### src/rtl/silu_pkg.sv
// Shared types, constants and the sigmoid table generator for the SiLU core.
`timescale 1ns / 1ps

package silu_pkg;

	// Sample format and table geometry
	localparam int DATA_WIDTH   = 16;
	localparam int SEGMENTS_DEF = 64;
	localparam int SIG_W        = 17;             // sigmoid, unsigned Q1.16, up to 1.0
	localparam int FRAC_W       = 15;             // segment fraction bits
	localparam int Q_SHIFT      = 16;             // Q1.16 product scaling
	localparam int TAYLOR_TERMS = 20;

	localparam logic [63:0]      EXP_ONE  = 64'd1 << 30;
	localparam logic [SIG_W-1:0] FRAC_ONE = SIG_W'(1) << Q_SHIFT;

	// Request payload
	typedef struct packed {
		logic signed [DATA_WIDTH-1:0] x_in;
		logic                         last_in;
	} sample_t;

	// Result payload
	typedef struct packed {
		logic signed [DATA_WIDTH-1:0] y_out;
		logic                         last_out;
	} result_t;

	// Sample control travelling from the sigmoid stages to the multiplier
	typedef struct packed {
		logic                         valid;
		logic                         last;
		logic signed [DATA_WIDTH-1:0] x;
	} stage_t;

	// exp(-num/Den) in Q2.30 by truncated series, for num <= Den
	function automatic logic [63:0] exp_neg_frac(input logic [63:0] num,
			input logic [63:0] Den);
		logic [63:0] sum;
		logic [63:0] term;
		logic [63:0] Div;
		sum  = EXP_ONE;
		term = EXP_ONE;
		for (int n = 1; n <= TAYLOR_TERMS; n++) begin
			Div  = Den * 64'(n);
			term = (term * num) / Div;
			if (n[0])
				sum = sum - term;
			else
				sum = sum + term;
		end
		return sum;
	endfunction

	// Sigmoid at breakpoint 8*K/Segs, unsigned Q1.16; evaluated at elaboration only
	function automatic logic [SIG_W-1:0] sig_entry(input int unsigned K,
			input int unsigned Segs);
		logic [63:0] e1;
		logic [63:0] e;
		logic [63:0] whole;
		logic [63:0] rest;
		logic [63:0] Dd;
		e1    = exp_neg_frac(64'd1, 64'd1);
		whole = (64'(K) * 64'd8) / 64'(Segs);
		rest  = (64'(K) * 64'd8) % 64'(Segs);
		e     = exp_neg_frac(rest, 64'(Segs));
		for (int j = 0; j < 8; j++) begin
			if (64'(j) < whole)
				e = (e * e1 + (64'd1 << 29)) >> 30;
		end
		Dd = EXP_ONE + e;
		return SIG_W'(((64'd1 << 46) + (Dd >> 1)) / Dd);
	endfunction

endpackage

### src/rtl/silu_sig_lut.sv
// Sigmoid stages: magnitude, segment index, table read, interpolation, sign fold.
`timescale 1ns / 1ps

module silu_sig_lut #(
	parameter int SEGMENTS = silu_pkg::SEGMENTS_DEF
) (
	input  logic                        clk,
	input  logic                        arst_n,
	input  logic                        in_valid,
	input  silu_pkg::sample_t           sample,
	output silu_pkg::stage_t            ctl,
	output logic [silu_pkg::SIG_W-1:0]  sig
);

	localparam int DW  = silu_pkg::DATA_WIDTH;
	localparam int SW  = silu_pkg::SIG_W;
	localparam int FW  = silu_pkg::FRAC_W;
	localparam int AW  = $clog2(SEGMENTS + 1);
	localparam int PW  = FW + AW;
	localparam int MW  = SW + FW;

	// Constant breakpoint table, SEGMENTS+1 entries
	logic [SW-1:0] tab [SEGMENTS+1];

	for (genvar k = 0; k <= SEGMENTS; k++) begin : g_tab
		localparam logic [SW-1:0] ENTRY = silu_pkg::sig_entry(k, SEGMENTS);
		assign tab[k] = ENTRY;
	end

	// Valid bits
	logic valid_s1, valid_s2, valid_s3, valid_s4, valid_s5;

	// Carried sample
	logic                 last_s1, last_s2, last_s3, last_s4, last_s5;
	logic signed [DW-1:0] x_s1, x_s2, x_s3, x_s4, x_s5;

	// Datapath
	logic [FW-1:0] a_s1;
	logic          big_s1, big_s2, big_s3, big_s4;
	logic [AW-1:0] idx_s2;
	logic [FW-1:0] f_s2, f_s3;
	logic [SW-1:0] lo_s3, hi_s3, lo_s4;
	logic [MW-1:0] mul_s4;
	logic [SW-1:0] sig_s5;

	logic [DW-1:0] a_abs;
	logic [PW-1:0] p_pos;
	logic [AW-1:0] idx_hi;
	logic [SW-1:0] diff;
	logic [MW:0]   mul_rnd;
	logic [SW-1:0] s_mag;
	logic [SW-1:0] s_fold;

	assign a_abs  = sample.x_in[DW-1] ? DW'(-sample.x_in) : DW'(sample.x_in);
	assign p_pos  = PW'(a_s1) * PW'(SEGMENTS);
	assign idx_hi = idx_s2 + AW'(1);
	assign diff   = hi_s3 - lo_s3;
	assign mul_rnd = (MW+1)'(mul_s4) + ((MW+1)'(1) << (FW - 1));

	// Interpolated magnitude, then fold for negative samples
	always_comb begin
		s_mag = lo_s4 + SW'(mul_rnd[MW:FW]);
		if (big_s4)
			s_mag = silu_pkg::FRAC_ONE;
		if (x_s4[DW-1])
			s_fold = silu_pkg::FRAC_ONE - s_mag;
		else
			s_fold = s_mag;
	end

	// Valid chain
	always_ff @(posedge clk or negedge arst_n) begin
		if (!arst_n) begin
			valid_s1 <= 1'b0;
			valid_s2 <= 1'b0;
			valid_s3 <= 1'b0;
			valid_s4 <= 1'b0;
			valid_s5 <= 1'b0;
		end else begin
			valid_s1 <= in_valid;
			valid_s2 <= valid_s1;
			valid_s3 <= valid_s2;
			valid_s4 <= valid_s3;
			valid_s5 <= valid_s4;
		end
	end

	// Payload stages
	always_ff @(posedge clk) begin
		// s1: magnitude; only the most negative sample reaches 8.0
		x_s1    <= sample.x_in;
		last_s1 <= sample.last_in;
		a_s1    <= a_abs[FW-1:0];
		big_s1  <= a_abs[DW-1];
		// s2: segment index and fraction
		x_s2    <= x_s1;
		last_s2 <= last_s1;
		big_s2  <= big_s1;
		idx_s2  <= p_pos[PW-1:FW];
		f_s2    <= p_pos[FW-1:0];
		// s3: table read at both ends of the segment
		x_s3    <= x_s2;
		last_s3 <= last_s2;
		big_s3  <= big_s2;
		lo_s3   <= tab[idx_s2];
		hi_s3   <= tab[idx_hi];
		f_s3    <= f_s2;
		// s4: slope times fraction
		x_s4    <= x_s3;
		last_s4 <= last_s3;
		big_s4  <= big_s3;
		lo_s4   <= lo_s3;
		mul_s4  <= MW'(diff) * MW'(f_s3);
		// s5: rounded sigmoid
		x_s5    <= x_s4;
		last_s5 <= last_s4;
		sig_s5  <= s_fold;
	end

	assign ctl.valid = valid_s5;
	assign ctl.last  = last_s5;
	assign ctl.x     = x_s5;
	assign sig       = sig_s5;

endmodule

### src/rtl/silu_mult.sv
// Output stages: sample times sigmoid, round half up, saturate, result register.
`timescale 1ns / 1ps

module silu_mult (
	input  logic                        clk,
	input  logic                        arst_n,
	input  silu_pkg::stage_t            ctl,
	input  logic [silu_pkg::SIG_W-1:0]  sig,
	output logic                        done,
	output silu_pkg::result_t           result
);

	localparam int DW = silu_pkg::DATA_WIDTH;
	localparam int SW = silu_pkg::SIG_W;
	localparam int QS = silu_pkg::Q_SHIFT;
	localparam int PW = DW + SW + 1;
	localparam int YW = PW - QS;

	localparam logic signed [YW-1:0] Y_MAX = YW'((64'd1 << (DW - 1)) - 64'd1);
	localparam logic signed [YW-1:0] Y_MIN = -Y_MAX - YW'(1);

	logic                 valid_s6, valid_s7;
	logic                 last_s6, last_s7;
	logic signed [PW-1:0] prod_s6;
	logic signed [DW-1:0] y_s7;

	logic signed [PW-1:0] prod;
	logic signed [YW-1:0] y_wide;
	logic signed [DW-1:0] y_sat;

	// Product with the rounding half already added
	assign prod = PW'(ctl.x) * PW'($signed({1'b0, sig}))
			+ (PW'(1) <<< (QS - 1));

	// Floor shift, then clamp
	always_comb begin
		y_wide = prod_s6[PW-1:QS];
		if (y_wide > Y_MAX)
			y_sat = DW'(Y_MAX);
		else if (y_wide < Y_MIN)
			y_sat = DW'(Y_MIN);
		else
			y_sat = y_wide[DW-1:0];
	end

	always_ff @(posedge clk or negedge arst_n) begin
		if (!arst_n) begin
			valid_s6 <= 1'b0;
			valid_s7 <= 1'b0;
		end else begin
			valid_s6 <= ctl.valid;
			valid_s7 <= valid_s6;
		end
	end

	always_ff @(posedge clk) begin
		prod_s6 <= prod;
		last_s6 <= ctl.last;
		y_s7    <= y_sat;
		last_s7 <= last_s6;
	end

	assign done            = valid_s7;
	assign result.y_out    = y_s7;
	assign result.last_out = last_s7;

endmodule

### src/rtl/silu_activation_core.sv
// Top level of the SiLU activation core: request port, pipeline, result port.
`timescale 1ns / 1ps

// SiLU core: y = x * sigmoid(x) on signed Q4.12 samples, rounded half up and
// saturated. A request is taken whenever start is high; busy is always low, so
// one sample enters every cycle. Each result appears on result for exactly one
// cycle with done high, in request order; the receiver cannot stall, so it must
// take every result as it comes. The pipeline has seven register stages:
// magnitude, segment index (constant multiply), table read, slope multiply,
// sigmoid fold, product multiply and the output register. Sigmoid is
// interpolated from a constant table of SEGMENTS+1 breakpoints over |x| in
// [0, 8), built at elaboration; last_in is carried through unchanged to
// last_out.

module silu_activation_core #(
	parameter int SEGMENTS = silu_pkg::SEGMENTS_DEF
) (
	input  logic              clk,
	input  logic              arst_n,
	input  logic              start,
	output logic              busy,
	input  silu_pkg::sample_t sample,
	output logic              done,
	output silu_pkg::result_t result
);

	localparam int LATENCY = 7;
	localparam int DW      = silu_pkg::DATA_WIDTH;

	silu_pkg::stage_t             ctl;
	logic [silu_pkg::SIG_W-1:0]   sig;
	logic                         accept;

	// Fully pipelined, never holds a request off
	assign busy   = 1'b0;
	assign accept = start && !busy;

	silu_sig_lut #(
		.SEGMENTS (SEGMENTS)
	) u_lut (
		.clk      (clk),
		.arst_n   (arst_n),
		.in_valid (accept),
		.sample   (sample),
		.ctl      (ctl),
		.sig      (sig)
	);

	silu_mult u_mult (
		.clk    (clk),
		.arst_n (arst_n),
		.ctl    (ctl),
		.sig    (sig),
		.done   (done),
		.result (result)
	);

	// Every result traces back to a request a fixed latency earlier
	a_done_origin: assert property (@(posedge clk) disable iff (!arst_n)
			done |-> $past(accept, LATENCY))
		else $error("result without a matching request");

	// The last flag stays aligned with its sample
	a_last_align: assert property (@(posedge clk) disable iff (!arst_n)
			done |-> result.last_out == $past(sample.last_in, LATENCY))
		else $error("last flag out of step with its sample");

	// A non-zero result carries the sign of its sample
	a_sign: assert property (@(posedge clk) disable iff (!arst_n)
			(done && result.y_out != '0) |->
			result.y_out[DW-1] == $past(sample.x_in[DW-1], LATENCY))
		else $error("result sign differs from sample sign");

endmodule
### config.mk
export PLATFORM = sky130hd
export DESIGN_NAME = silu_activation_core
export DESIGN_NICKNAME = d
export VERILOG_FILES = /design/src/rtl/silu_pkg.sv /design/src/rtl/silu_sig_lut.sv /design/src/rtl/silu_mult.sv /design/src/rtl/silu_activation_core.sv
export SDC_FILE = /design/constraint.sdc
export NUM_CORES = 1
export LEC_CHECK = 0
export BUFFER_PORTS_ARGS = -buffer_cell sky130_fd_sc_hd__buf_2
export CORE_ASPECT_RATIO = 2
export CORE_MARGIN = 3
export CORE_UTILIZATION = 54
export CTS_BUF_LIST = sky130_fd_sc_hd__clkbuf_2 sky130_fd_sc_hd__clkbuf_4 sky130_fd_sc_hd__clkbuf_8
export DETAILED_ROUTE_END_ITERATION = 7
export MAX_ROUTING_LAYER = met4
export PLACE_DENSITY = 0.7
export RECOVER_POWER = 100
export SETUP_SLACK_MARGIN = 0.4
export SKIP_LAST_GASP = 1
export SLEW_MARGIN = 30
export SYNTH_ARGS = -nofsm -noshare
export SYNTH_HDL_FRONTEND = slang
export SYNTH_SLANG_ARGS = --single-unit
### constraint.sdc
create_clock -name clk -period 16.6 [get_ports clk]
set_clock_uncertainty 0.2 [all_clocks]
set_input_delay 4.15 -clock clk [delete_from_list [all_inputs] [get_ports clk]]
set_output_delay 4.15 -clock clk [all_outputs]
set_load 0.01 [all_outputs]
Yosys cells after proc, flatten, opt, wreduce, memory -nomap -nowiden

Memories as Yosys holds them, arrays and structs flattened. A register that Yosys moved wholly into a read port is not among the register bits.
Cells that the tools add are included.

Add/sub/neg operators: 7
$mul: 2
$lt $le $gt $ge: 2
Muxes and demuxes: 4
Bitwise operators: 2

Operator list:

| cell                                                  | count |
|---|---|
| adder 34 x 17 -> 34 bit (second input constant)       | 1 |
| multiplier 16 x 18 -> 34 bit                          | 1 |
| two-way mux 17 bit                                    | 2 |
| adder 32 x 15 -> 32 bit (second input constant)       | 1 |
| multiplier 17 x 9 -> 26 bit                           | 1 |
| > comparator 18 x 16 -> 1 bit (second input constant) | 1 |
| < comparator 18 x 16 -> 1 bit (second input constant) | 1 |
| adder 17 bit                                          | 1 |
| subtractor 17 bit                                     | 1 |
| subtractor 17 bit (first input constant)              | 1 |
| two-way mux 16 bit                                    | 1 |
| negator 16 bit                                        | 1 |
| two-way mux 15 bit                                    | 1 |
| NOT 6 -> 8 bit                                        | 1 |
| NOT 7 -> 8 bit                                        | 1 |
| adder 6 x 1 -> 7 bit (second input constant)          | 1 |

Memories kept: 2
Register bits after elaboration: 253
ROM bits: 4352
Input port bits: 20
Output and inout bits: 19
Logic and storage cells: 51

Memories:

| name            | words | bits a word | rd ports | clocked after Yosys merged registers in | wr ports | line                | source |
|---|---|---|---|---|---|---|---|
| (no name shown) | 128   | 17          | 1        | 1                                       | 0        | silu_sig_lut.sv:105 | `lo_s3 <= tab[idx_s2];` |
| (no name shown) | 128   | 17          | 1        | 1                                       | 0        | silu_sig_lut.sv:106 | `hi_s3 <= tab[idx_hi];` |

Longest topological paths before layout

Gate-level depths: netlist of the first run.

Word-level depth: 5
Mapped depth: 30
Mapped depth without buffers: 30

Cells and area by module

From an unflattened synthesis of the first run, not the netlist that was laid out.

Cells, all modules: 2777
Area, all modules: 24367.1 sq um

By module, submodules not included:

| module               | cells an instance | instances | sequential area each (sq um) | area each (sq um) |
|---|---|---|---|---|
| silu_sig_lut         | 1594              | 1         | 4229.1                       | 14167.3 |
| silu_mult            | 1181              | 1         | 770.7                        | 10188.5 |
| silu_activation_core | 2                 | 1         | 0.0                          | 11.3 |

Worst setup path before layout of the first run

Ideal clock, no wire load.

Path type: register -> register
Start point: register u_lut.hi_s3[0]
End point: register u_lut.mul_s4[31]
Arrival time: 6.794 ns
Required time: 16.328 ns
Setup time: 0.072 ns
Period minus slack after synthesis: 7.066 ns
Buffers on the path: 0
Cell stages (with the launch flop): 30
Setup slack: 9.534 ns
Path through: dfxtp_1 -> inv_1 -> ha_1 -> fa_1 -> nor2b_1 -> o21ai_0 -> a21boi_0 -> o21ai_0 -> a21boi_0 -> o21a_1 -> nor2_1 -> o311ai_1 -> a21o_1 -> fa_1 -> inv_1 -> fa_1 -> fa_1 -> inv_1 -> fa_1 -> inv_1 -> ha_1 -> a211o_1 -> or3_1 -> a211oi_1 -> nand2_1 -> a31oi_1 -> o21ai_0 -> o21a_1 -> nor2_1 -> xnor2_1

Word-level cells in the longest chain between the ends: 2

Ends and longest elaborated chain:

| item                        | line                | source |
|---|---|---|
| start: declaration          | silu_sig_lut.sv:42  | `logic [SW-1:0] lo_s3, hi_s3, lo_s4;` |
| subtractor 17 bit           | silu_sig_lut.sv:57  | `assign diff = hi_s3 - lo_s3;` |
| multiplier 17 x 9 -> 26 bit | silu_sig_lut.sv:113 | `mul_s4 <= MW'(diff) * MW'(f_s3);` |
| end signal: assignment      | silu_sig_lut.sv:113 |  |
| end: declaration            | silu_sig_lut.sv:43  | `logic [MW-1:0] mul_s4;` |

Every way passes these cells.
A chain may end at the register's enable or synchronous reset.

Worst setup path after layout of the first run

Start point: register u_lut.lo_s3[1]
End point: register u_lut.mul_s4[31]

Word-level cells in the longest chain between the ends: 2

Ends and longest elaborated chain:

| item                        | line |
|---|---|
| start: declaration          | silu_sig_lut.sv:42 |
| subtractor 17 bit           | silu_sig_lut.sv:57 |
| multiplier 17 x 9 -> 26 bit | silu_sig_lut.sv:113 |

Every way passes these cells.

==> results of run 1 <==
-- worst max-delay path, delay by kind of cell, from the launching register on --
family,cells,cell delay (ps)
AO/OA/AOI/OAI,12,3200
XOR/XNOR,1,120
adder cells (fa/ha/maj),6,2620
buffers and inverters,5,770
flip-flops,1,380
multiplexers,1,420
AND/OR/NAND/NOR,4,700
-- layout by cell type, fill, tap and decap left out, types with 6 or more instances in the layout --
cell type and instances:
sky130_fd_sc_hd__clkbuf_1 41, sky130_fd_sc_hd__o211ai_1 13, sky130_fd_sc_hd__nor3_1 44, sky130_fd_sc_hd__inv_1 439, sky130_fd_sc_hd__a211oi_1 24, sky130_fd_sc_hd__fa_1 315
sky130_fd_sc_hd__o21ai_0 91, sky130_fd_sc_hd__xor2_1 30, sky130_fd_sc_hd__o221ai_1 9, sky130_fd_sc_hd__ha_1 220, sky130_fd_sc_hd__clkbuf_4 9, sky130_fd_sc_hd__dfrtp_1 7
sky130_fd_sc_hd__a21o_1 19, sky130_fd_sc_hd__nor2b_1 20, sky130_fd_sc_hd__o21a_1 15, sky130_fd_sc_hd__mux2i_1 16, sky130_fd_sc_hd__or3_1 17, sky130_fd_sc_hd__a31oi_1 17
sky130_fd_sc_hd__and2_1 142, sky130_fd_sc_hd__nand4_1 8, sky130_fd_sc_hd__nor2_1 160, sky130_fd_sc_hd__dfxtp_1 238, sky130_fd_sc_hd__o311ai_0 8, sky130_fd_sc_hd__clkinv_2 6
sky130_fd_sc_hd__xnor2_1 65, sky130_fd_sc_hd__nor4_1 12, sky130_fd_sc_hd__nand2_1 340, sky130_fd_sc_hd__and3_1 14, sky130_fd_sc_hd__mux2_2 6, sky130_fd_sc_hd__o31ai_1 17
sky130_fd_sc_hd__clkbuf_8 44, sky130_fd_sc_hd__or2_2 6, sky130_fd_sc_hd__nand3_1 51, sky130_fd_sc_hd__buf_4 20, sky130_fd_sc_hd__a21boi_0 16, sky130_fd_sc_hd__nand2b_1 47
sky130_fd_sc_hd__a2111oi_0 7, sky130_fd_sc_hd__a21oi_1 128, sky130_fd_sc_hd__a41oi_1 7
-- logic make-up after synthesis --
kind of cell | synth area share
compound gates | 0.1126
xor+xnor | 0.03554
fa+ha+maj | 0.3722
buf+inv | 0.09132
flops | 0.2052
mux | 0.01222
other cells | 0.0001539
simple gates | 0.1707
-- metal layers --
layer	vias to the layer above	routed length, um	track usage
li1	8865	-	-
met1	9415	19510	0.2401
met2	617	35710	0.5370
met3	405	2059	0.02782
met4	0	6501	0.2340
met5	-	0	-
-- state kept, by name, indices dropped and copies added, names as in the netlist, 16 cells and up --
name and flops:
u_lut.x_s2 16, u_lut.x_s5 16, u_lut.sig 17, u_mult.prod_s6 18, u_lut.x_s4 16, u_mult.y_s7 16
u_lut.mul_s4 18, u_lut.x_s1 16, u_lut.x_s3 16
-- final timing paths --
check                      slack [ps]  depth (start not counted)                  endpoint                    from
setup / recovery                 8110                         29  u_lut.mul_s4[31]$_DFF_P_  u_lut.lo_s3[1]$_DFF_P_
hold / removal                     90                          0     u_lut.f_s2[8]$_DFF_P_   u_lut.a_s1[2]$_DFF_P_
setup reg to reg                 8110                         29  u_lut.mul_s4[31]$_DFF_P_  u_lut.lo_s3[1]$_DFF_P_
hold reg to reg                    90                          0     u_lut.f_s2[8]$_DFF_P_   u_lut.a_s1[2]$_DFF_P_
max in group asynchronous       12720                          1  u_lut.valid_s5$_DFF_PN0_                  arst_n
min in group asynchronous        3230                          1  u_lut.valid_s1$_DFF_PN0_                  arst_n
-- final cells by class --
class	instances	area, um^2	area share
antenna	1	2.502	0.00009754
clock buffer	53	673.1	0.02624
clock inverter	15	165.2	0.006438
inverter	442	1659	0.06467
multi-input combinational	1963	17140	0.6682
sequential	248	5004	0.1950
tap	555	694.4	0.02707
timing repair buffer	63	314.1	0.01224
-- stage by stage --
| stage | hold WS (ps) | std cells | util | setup WS [ps] | area, um^2 |
|---|---|---|---|---|---|
| 6_report | 90.33 | 3340 | 0.5770 | 8108 | 25650 |
| 5_1_grt | 112.5 | 3340 | 0.5770 | 7560 | 25650 |
| 4_1_cts | 90.68 | 3339 | 0.5790 | 8525 | 25740 |
| 3_5_place_dp | 112.1 | 3271 | 0.5601 | 8530 | 24900 |
| 3_3_place_gp | 109.7 | 3271 | 0.5601 | 8709 | 24900 |
| 2_1_floorplan | 109.6 | 2801 | - | 9534 | 24360 |
==> flow_results.org, run 1 <==
** Run status
- The flow ran to the end, but the final reports show violations.
- The final reports fail on max-capacitance violations, max-slew violations.

** Drt
- Drt drc :: 0
- The count of nets left with antenna violations once routing finished came out at 0.
- Initial DRC Count :: 753
- Vias per Instance :: 5.779
- Number of detailed-routing iterations run before antenna repair :: 5
- Dividing the detail-routed wire length by the instance count gives 19.10 um.
- Across all layers, the routed design uses 19302 vias.
- For this block, the routed nets add up to 63780 um of wire.

** Worst setup path
- On the worst path, the slowest cell contributes a delay of around 570 ps.
- Kind of launch point of the worst setup path :: flop
- Crit path required time :: 16940 ps
- Arrival time at the worst endpoint :: 8830 ps
- Worst setup EP type :: flop
- By startpoint and endpoint, the worst setup path is classified as flop to flop.
- The slowest stage of the critical path is the sky130_fd_sc_hd__clkbuf_1 cell.
- Along the worst path, the maximum fanout reaches 9.

** Place
- In this run the tool buffered the top-level ports with 37 buffer cells.
- Sum of net half-perimeters after detailed placement :: 51770 um
- Routability-driven placement finished with a final weighted congestion of 0.9320.

** GRT
- Entering global routing, the biggest net connects 60 pins.
- The initial antenna violation count is 1.
- GR Util All Layers :: 0.2831
- The first global-routing pass estimated 104300 um of wire.
- Residual overflow from global routing :: 0
- Number of global-route vias before repair :: 21353

** Synth
- The biggest area contributor in the post-synthesis netlist is sky130_fd_sc_hd__fa_1.
- Synth Cell Area :: 24360 um^2
- Counting distinct cell types in the post-synthesis netlist gives between 70 and 80.
- After synthesis, the share of flip-flops with an asynchronous set or reset is 0.02823.
- Most frequent cell after synthesis :: sky130_fd_sc_hd__inv_1
- Top cells by instance count after synthesis :: 439 x sky130_fd_sc_hd__inv_1, 340 x sky130_fd_sc_hd__nand2_1, 315 x sky130_fd_sc_hd__fa_1
- Syn nets :: 3356
- Synth warn :: 0
- Seq cells post-synth :: 248
- Portion of synthesized cell area occupied by the leading cell type :: 0.2588
- Counting every instance in the synthesized netlist gives 2801.
- Number of synthesized flops with an enable pin :: 0
- Each instance of the synthesized netlist takes up on average between 8 and 9 um^2.
- In the post-synthesis netlist, the biggest area contributors are sky130_fd_sc_hd__fa_1 26%, sky130_fd_sc_hd__dfxtp_1 20%, sky130_fd_sc_hd__ha_1 11%.
- Register area share after synthesis :: 0.2052
- Most used flip-flop cell after synthesis :: sky130_fd_sc_hd__dfxtp_1

** Clock network
- After clock tree synthesis, the repair step resized 0 gates.
- Clock tree from TritonCTS :: built
- Number of buffers added by the clock tree synthesis step :: 38
- Buffers inserted to repair hold after CTS numbered 0.
- Clock Tree Root :: sky130_fd_sc_hd__clkbuf_8
- Worst-case clock buffer depth :: 3
- Post-CTS clock slew at the launch and capture registers of the worst setup and hold paths :: around 70 ps
- Clk_lat worst skew :: 610 ps
- Deepest level of the CTS H-tree :: 2
- The clock net in this run drives a total of 248 sinks.
- Once the clock tree was built, the setup fixing pass inserted 0 buffers.

** Final layout
- Net count, final :: 3311
- Layout area overhead :: 5.305%
- Final-layout fill cell count :: 4033
- Share of cells above drive strength 1 :: 0.04239

** Die
- For this configuration, the core starts out at a cell density of 0.5480.
- The floorplan step defined a die boundary enclosing 47850 um^2.
- For this design the top-level I/O count stands at 39.
- Measured along the y axis, the die boundary spans 306.4 um.
- The core region is ~44000 um^2.
- Measured along the x axis, the die boundary spans ~160 um.
- Placement row count :: 109

** Timing
- RSZ-0062 raised after global routing :: false
- Slew HR :: -0.4689
- Fin Setup TNS :: 0 ps
- At the pin with the least slew margin, the transition time is 2203 ps.
- The routed design could run at a clock period as short as approximately 8500 ps.
- For this run, the top clock speed supported by timing is approximately 120 MHz.
- Of the available clock period, the critical path in the final layout requires 0.5116.
- Final number of setup-violating endpoints :: 0
- Hold violation count in the final report :: 0
- The max-slew violation total from the final report came to 56.

** Worst hold path
- Type of the most critical hold path :: flop to flop

** Run
- Max-capacitance violation count :: 1
Power of run 1 is not shown: default switching activity piles up to over one toggle a cycle in this logic, so the estimate is an artifact.
==> run 2: changes to the inputs <==
- clock period: 16.6 -> 8.3 ns (I/O delays scaled with it)
==> flow_results.org, run 2 (synthesized netlist as in run 1, its figures left out) <==
** Place
- Once placement finished, the instance area stood at roughly 25000 um^2.
- Buffers placed on the I/O ports in this run total 37.
- Detailed placement finished with a half-perimeter wire length of 52040 um.
- The congestion estimate from routability-driven global placement came to 0.9681.

** GRT
- Initial antenna violation count :: 1
- The via count of the first global-routing pass was 21140.
- For this run, global-route usage on met2 was measured as 0.5417.
- GR Util All Layers :: 0.2850
- In the global route stage, met3 resource usage came out at 0.02825.
- The layer flagged by global routing as most heavily used is met2.
- In the global route stage, met1 resource usage came out at 0.2443.
- The total overflow left after global routing is 0.
- Entering global routing, the biggest net connects 60 pins.
- Wire length of the first global-routing pass :: 105100 um

** Worst setup path
- Slowest library cell on the worst path :: sky130_fd_sc_hd__fa_1
- Instance count on the critical path :: 28
- Kind of launch point of the worst setup path :: flop
- Crit path kind :: flop to flop
- Buffers plus inverters on the worst setup path :: 4
- On the worst path, the slowest cell contributes a delay of 540 ps.
- Arrival time at the worst endpoint :: 7940 ps
- At the worst endpoint, the required time is 8620 ps.
- The number of cells on the worst reg-to-reg path is 28.
- Broken down by cell family, the worst path's largest delay share belongs to compound AO/OA/AOI/OAI gates.
- Critical path peak fanout :: 4
- Worst setup EP type :: flop

** Drt
- Vias per Instance :: 5.730
- Once detail routing completed, the nets flagged for antenna violations numbered 0.
- Summed over all layers, the routed wires come to 64690 um.
- Detailed-route wire length per cell :: ~19 um
- Number of detailed-routing iterations run before antenna repair :: 7
- Initial DRC Count :: 889
- Drt drc :: 0
- Number of vias after detailed routing :: 19229

** Run
- Max-capacitance violation count :: 1

** Clock network
- The H-tree was split into 2 levels.
- The clock reaches the later pin of the worst-skew pair after 590 ps.
- CTS saw 248 sinks.
- Worst-case clock buffer depth :: 3
- TritonCTS built the clock tree.
- Buffers inserted during clock tree synthesis total 37.
- Hold repair after CTS inserted 0 buffers.
- After clock tree synthesis, the clock-pin slew on the worst setup and hold paths is 70 ps.
- Clock Tree Root :: sky130_fd_sc_hd__clkbuf_8

** Timing
- Setup repair after global routing could not meet its margin everywhere.
- Min cycle time layout :: 7623 ps
- Slew HR :: -0.2268
- Worst Hold Slack :: roughly 90 ps
- Dividing the final minimum period by the clock period gives 0.9185.
- Final number of setup-violating endpoints :: 0
- Worst-margin pin slew :: approximately 1800 ps
- The number of hold violations in the final report is 0.
- Achievable frequency :: 131.2 MHz
- The max-slew violation total from the final report was 48.
- In the final timing run, aggregate negative setup slack is 0 ps.

** Die
- The initialized floorplan defines 109 standard-cell rows.
- The die covers 47850 um^2.
- Count of pins on the block boundary :: 39
- In this run the vertical extent of the chip is 306.4 um.
- Horizontal die dimension :: 156.2 um
- For this configuration, the core starts out at a cell density of 0.5480.
- The region available for standard cell placement spans 44460 um^2.

** Worst hold path
- The worst hold path passes through 0 cells.
- The tightest min-delay check is of the flop to flop type.

** Final layout
- The library cells used most frequently in the layout, excluding fill and tap cells, are 439 x sky130_fd_sc_hd__inv_1, 340 x sky130_fd_sc_hd__nand2_1, 315 x sky130_fd_sc_hd__fa_1.
- In the final layout, the share of cells above drive strength 1 is 0.05143.
- The net count of the finished layout is 3329.
- Final-layout fill cell count :: 4010
- Total area of multi-input combinational cells :: 17180 um^2
- Utilization after layout :: 0.5823
- Area taken by flip-flops and latches :: 5005 um^2
- After routing the design area is 25890 um^2.
- Layout area overhead :: 6.266%
- Commonest non-fill, non-tap cell in the layout :: sky130_fd_sc_hd__inv_1

** Run status
- The final reports fail on max-capacitance violations, max-slew violations.
- The flow ran to the end, but the final reports show violations.
run 2: worst paths after layout:
kind	start	end	slack, ps
max reg2reg	u_lut.lo_s3[1]$_DFF_P_	u_lut.mul_s4[31]$_DFF_P_	680
max	u_lut.lo_s3[1]$_DFF_P_	u_lut.mul_s4[31]$_DFF_P_	680
max in group asynchronous	arst_n	u_mult.valid_s6$_DFF_PN0_	6480
min	u_lut.x_s2[2]$_DFF_P_	u_lut.x_s3[2]$_DFF_P_	90
min reg2reg	u_lut.x_s2[2]$_DFF_P_	u_lut.x_s3[2]$_DFF_P_	90
min in group asynchronous	arst_n	u_lut.valid_s1$_DFF_PN0_	1170
run 2: per-layer routing:
metal  part of all wire  vias up
li1                   -     8890
met1               0.30     9370
met2               0.56      638
met3              0.039      331
met4              0.096        0
met5                  0        -
run 2: final cells by class:
cell class	count	area share
well taps	555	0.02682
flip-flops and latches	248	0.1933
diodes	1	0.00009666
clock inverters	15	0.007829
inverters	442	0.06409
repair buffers	82	0.01808
multi-input cells	1963	0.6637
clock buffers	50	0.02610
run 2: through the flow:
step / worst slack [ps] / std cells
2_1_floorplan: 1234 / 2801
4_1_cts: 402.2 / 3352
5_1_grt: 174.7 / 3356
6_report: 676.9 / 3356
3_5_place_dp: 298.9 / 3287
3_3_place_gp: 465.1 / 3287
run 2: what timing repair did:
item,CTS,global route
buffers inserted,0,3
resized for setup,1,16
endpoints found under the setup margin,1,10
pin swaps,0,5
run 2: worst register-to-register path: cells and delay by family, from the launching register on:
family / cells / cell delay, ps
adder cells (fa/ha/maj): 6 / 2680
AO/OA/AOI/OAI: 12 / 2880
AND/OR/NAND/NOR: 4 / 730
buffers and inverters: 4 / 220
multiplexers: 1 / 390
flip-flops: 1 / 380
XOR/XNOR: 1 / 120
Power of run 2 is left out for the same reason.
